<file path="src/rtl/mqmb_ram.sv">
// Generic simple dual-port RAM with one write port and a registered read port.
module mqmb_ram #(
   parameter int WIDTH = 8,
   parameter int DEPTH = 64
) (
   input  logic                     clock,
   input  logic                     we,
   input  logic [$clog2(DEPTH)-1:0] waddr,
   input  logic [WIDTH-1:0]         wdata,
   input  logic                     re,
   input  logic [$clog2(DEPTH)-1:0] raddr,
   output logic [WIDTH-1:0]         rdata
);

   logic [WIDTH-1:0] mem_ff [DEPTH];
   logic [WIDTH-1:0] rdata_ff;

   // Write and read; the read data holds until the next read.
   always_ff @(posedge clock) begin
      if (we) begin
         mem_ff[waddr] <= wdata;
      end
      if (re) begin
         rdata_ff <= mem_ff[raddr];
      end
   end

   assign rdata = rdata_ff;

endmodule

</file>
<file path="config.mk">
export PLATFORM = sky130hd
export DESIGN_NAME = mqmb_ram
export DESIGN_NICKNAME = d
export VERILOG_FILES = /design/src/rtl/mqmb_ram.sv
export SDC_FILE = /design/constraint.sdc
export NUM_CORES = 1
export LEC_CHECK = 0
export BUFFER_PORTS_ARGS = -buffer_cell sky130_fd_sc_hd__buf_4
export CAP_MARGIN = 10
export CORE_ASPECT_RATIO = 0.8
export CORE_MARGIN = 2
export CORE_UTILIZATION = 58
export CTS_BUF_LIST = sky130_fd_sc_hd__clkbuf_4 sky130_fd_sc_hd__clkbuf_8
export DETAILED_ROUTE_END_ITERATION = 8
export PLACE_DENSITY_LB_ADDON = 0.15
export SLEW_MARGIN = 20
export SYNTH_ARGS = -nofsm -noshare
export SYNTH_HDL_FRONTEND = slang
export SYNTH_SLANG_ARGS = --single-unit
</file>
<file path="constraint.sdc">
create_clock -name clock -period 2.55 [get_ports clock]
set_input_delay 0.255 -clock clock [delete_from_list [all_inputs] [get_ports clock]]
set_output_delay 0.255 -clock clock [all_outputs]
set_load 0.03 [all_outputs]
</file>
# Word level (Yosys, flattened, before mapping)
# Memories as Yosys holds them, arrays and structs flattened. A register that Yosys moved wholly into a read port is not among the register bits.
# Index checks and enable logic that the tools add are counted.
# op_classes
n_addsub	0
mul	0
div_mod_pow	0
order_cmp	0
eq_ne	0
shifts	0
muxes	2
n_bitwise	0
n_reduce_logical	0
# ops
operator	n
2-to-1 mux 1 bit	2
# totals
reg_bits	0
latch_bits	0
ramBits	512
rom_bits	0
output_inout_bits	8
wordCells	3
memories	1
# mem_list
name	depth	width	read_ports	rd_ports_with_merged_regs	write_ports	line_no	source
mem_ff	64	8	1	1	1	15	logic [WIDTH-1:0] mem_ff [DEPTH];

# Depth between registers and ports, before layout
# logic_depth
depth_word	2
depth_mapped	9
depth_no_buf	5

# Worst setup path before layout
# OpenSTA, ideal clock, no wires.
# synth_timing
path_type	in2reg
start	in raddr[1]
end	reg rdata_ff[3] (netlist: rdata[3]), read port of mem_ff (data pin)
arrival_ns	1.795
t_required_ns	2.284
slack_ns	0.489
stages	7
path_buffers	3
cell_sequence	buf_4 > buf_2 > buf_2 > mux4_2 > mux4_2 > o21ai_1 > o41ai_1
# synth_rtl
element	line_no	source
start: declaration	11	input logic [$clog2(DEPTH)-1:0] raddr,
end: declaration	16	logic [WIDTH-1:0] rdata_ff;

==> summary.txt <==
remaining global-route overflow - 0
final RePlAce weighted congestion - 0.8384
f_max - 0.4662 GHz
Port Buffers - 30
asr flop ratio synth - 0%
final period utilization - 84.11%
multi-input logic area - 4315 um2
Most used DFF post-synth - sky130_fd_sc_hd__edfxtp_1
register area share after synthesis - 77.12%
clock sinks - 520
Critical Path Source Type - flop
Tightest Hold Check Type - input pin to flop
slowest cell on the critical path - sky130_fd_sc_hd__mux4_2
Post-Synthesis Mean Instance Area - 21.54 um2
All-Layer GR Usage - 25.81%
power density over the cells - 736.9 nW/um2
series of cell instances along the critical path - mux4_2, mux2_2, o221a_2, nor3_1, o32ai_1
Critical Path AT - 2.49 ns
Pre-Repair DR Iteration Count - 5
synthesized net count - 963
deepest clock path buffer count - 3
total of max-cap violations - 0
status - finished, final reports clean
clock root cell - sky130_fd_sc_hd__clkbuf_8
number of remaining DRC errors - 0
number of enable flip-flop cells after synthesis - 520
Worst Setup Slack, final - 0.4052 ns
overall via count from detail_route - 10110
final number of setup-violating endpoints - 0
critical path data required time - 2.89 ns
final-layout fill cell count - 2257
Sequential cell area - 15620 um2
site row count - 61
number of warnings reported in the yosys synthesis log - 0
HPWL after detailed placement - 27290 um
maximum number of pins on one net before global-route repair - 65
Static Leakage - 0.007508 uW
Tightest Pin Transition - 0.7686 ns
maximum clock skew at final layout - 0.03037 ns
cell types with the largest area share after synthesis - sky130_fd_sc_hd__edfxtp_1, sky130_fd_sc_hd__mux4_2, sky130_fd_sc_hd__nor2_1
TritonCTS clock tree - done
critical setup path kind - flop to flop
number of nets still failing antenna checks after routing - 0
minimum hold slack - 0.1123 ns
synth-to-layout area growth - 14.51%
total length of routed wires - 44640 um
core area - 34570 um2
count of boundary I/O pins - 31
commonest cells after routing, fill and taps aside - sky130_fd_sc_hd__edfxtp_1, sky130_fd_sc_hd__buf_4, sky130_fd_sc_hd__mux4_2, sky130_fd_sc_hd__nor2_1, sky130_fd_sc_hd__clkbuf_8
effective utilization at floorplan - 58.56%
total number of nets in the final design - 1134
Syn Inst Count - 940
routed wirelength normalized by instance count - 27.25 um
most frequent standard cell in the layout excluding fill and tap cells - sky130_fd_sc_hd__edfxtp_1
summed instance area of the synthesized netlist - 20250 um2
count of cell types in the netlist - 39
headroom to the max-slew limit - 48.76%
maximum fanout encountered on the critical timing path - 1
register bit count reported by yosys - 520
total CTS buffers - 78
first-pass GRT wire length - 66070 um
clock edge transition at the registers on the reported setup and hold paths - 0.07 ns
floorplan die area - 36430 um2
final core utilization - 67.06%
pre-CTS setup slack - -0.01761 ns
post-synth top area share - 77.12%
worst IR drop on VDD - 451.9 uV
H-Tree Level Count - 3
maximum single-stage delay on the critical path - 0.46 ns
hold violation total from the final report - 0
via count normalized by instance count - 6.173
clock insertion delay at the later pin of the skew report - 0.61 ns
sum of negative setup slack - 0 ns
chip height - 171.1 um
number of violations reported at the end of detailed-routing iteration 0 - 1163
post-cts resize count - 0
via count of the first global-routing pass - 10180
shortest period the worst path allows - 2.145 ns
initial antenna violation count - 1
largest area contributor in the netlist - sky130_fd_sc_hd__edfxtp_1
proportion of layout cells with a drive suffix above 1 - 34.42%
RSZ-0062 raised after global routing - false
endpoint type of the worst setup path - flop
number of pins with negative max-slew slack in the final report - 0
x dimension of the die - 212.9 um
==> metal layers <==
metal / vias to the layer above / global-route usage, % / routed length (um)
met5: - / 0 / 12
met4: 2 / 7.206 / 883
met3: 73 / 6.186 / 4366
met2: 490 / 38.66 / 20580
met1: 5263 / 38.64 / 18800
li1: 4284 / - / -
==> path summary, 6_finish.rpt <==
path / slack (ns) / startpoint / endpoint / depth (start not counted)
worst max register to register: 0.41 / mem_ff[28][6] / rdata[6] / 5
worst max-delay path: 0.41 / mem_ff[28][6] / rdata[6] / 5
worst min-delay path: 0.11 / raddr[5] / rdata[5] / 2
worst min register to register: 0.93 / mem_ff[31][4] / rdata[4] / 3
==> power breakdown <==
| part | internal (uW) | total, uW | switching [uW] |
|---|---|---|---|
| combinational | 374 | 943 | 570 |
| sequential | 9480 | 9510 | 27.6 |
| clock | 3620 | 6630 | 3010 |
| total | 13500 | 17100 | 3610 |
==> synth_stat cells (8+ instances only) <==
| cell | number |
|---|---|
| sky130_fd_sc_hd__buf_2 | 11 |
| sky130_fd_sc_hd__nand3_1 | 13 |
| sky130_fd_sc_hd__mux2_2 | 13 |
| sky130_fd_sc_hd__clkbuf_1 | 17 |
| sky130_fd_sc_hd__mux2i_1 | 23 |
| sky130_fd_sc_hd__nor2b_1 | 14 |
| sky130_fd_sc_hd__mux4_2 | 126 |
| sky130_fd_sc_hd__o22ai_1 | 8 |
| sky130_fd_sc_hd__buf_4 | 13 |
| sky130_fd_sc_hd__nand2_1 | 19 |
| sky130_fd_sc_hd__o221ai_1 | 8 |
| sky130_fd_sc_hd__nor2_1 | 83 |
| sky130_fd_sc_hd__edfxtp_1 | 520 |
==> repair_timing <==
item	in CTS	in global routing
hold endpoints to repair	8	0
setup buffers	0	0
hold buffers	1	0
==> registers in the layout (all words and copies together), names as in the netlist <==
| name | count |
|---|---|
| mem_ff | 512 |
| rdata | 8 |
==> cell type report <==
class,instances,area share (%)
well taps,472,2.547
clock buffers,107,5.650
flip-flops and latches,520,67.35
clock inverters,27,0.8689
multi-input cells,369,18.61
repair buffers,142,4.960
diodes,1,0.01079
==> cells by family after synthesis <==
logic type | after synthesis | share of synthesized area [%]
mux | 162 | 15.88
flops | 520 | 77.12
buf+inv | 51 | 1.563
compound gates | 54 | 2.064
simple gates | 153 | 3.374
==> stage by stage <==
stage               cell area, um2  cells  total power, uW
floorplan                    20250    940            10200
global placement             21660   1502            10620
detailed placement           21660   1502            10630
CTS                          23180   1637            17220
global route                 23180   1637            17620
finish                       23180   1638            17080
==> critical path, delay by kind of cell (launching register included) <==
kind / cells / cell delay [ns]
DFF: 1 / 0.37
and+or+nand+nor: 1 / 0.33
muxes: 2 / 0.76
AOI/OAI and AO/OA: 2 / 0.43
Note: power is estimated with default switching activity, not from simulation.
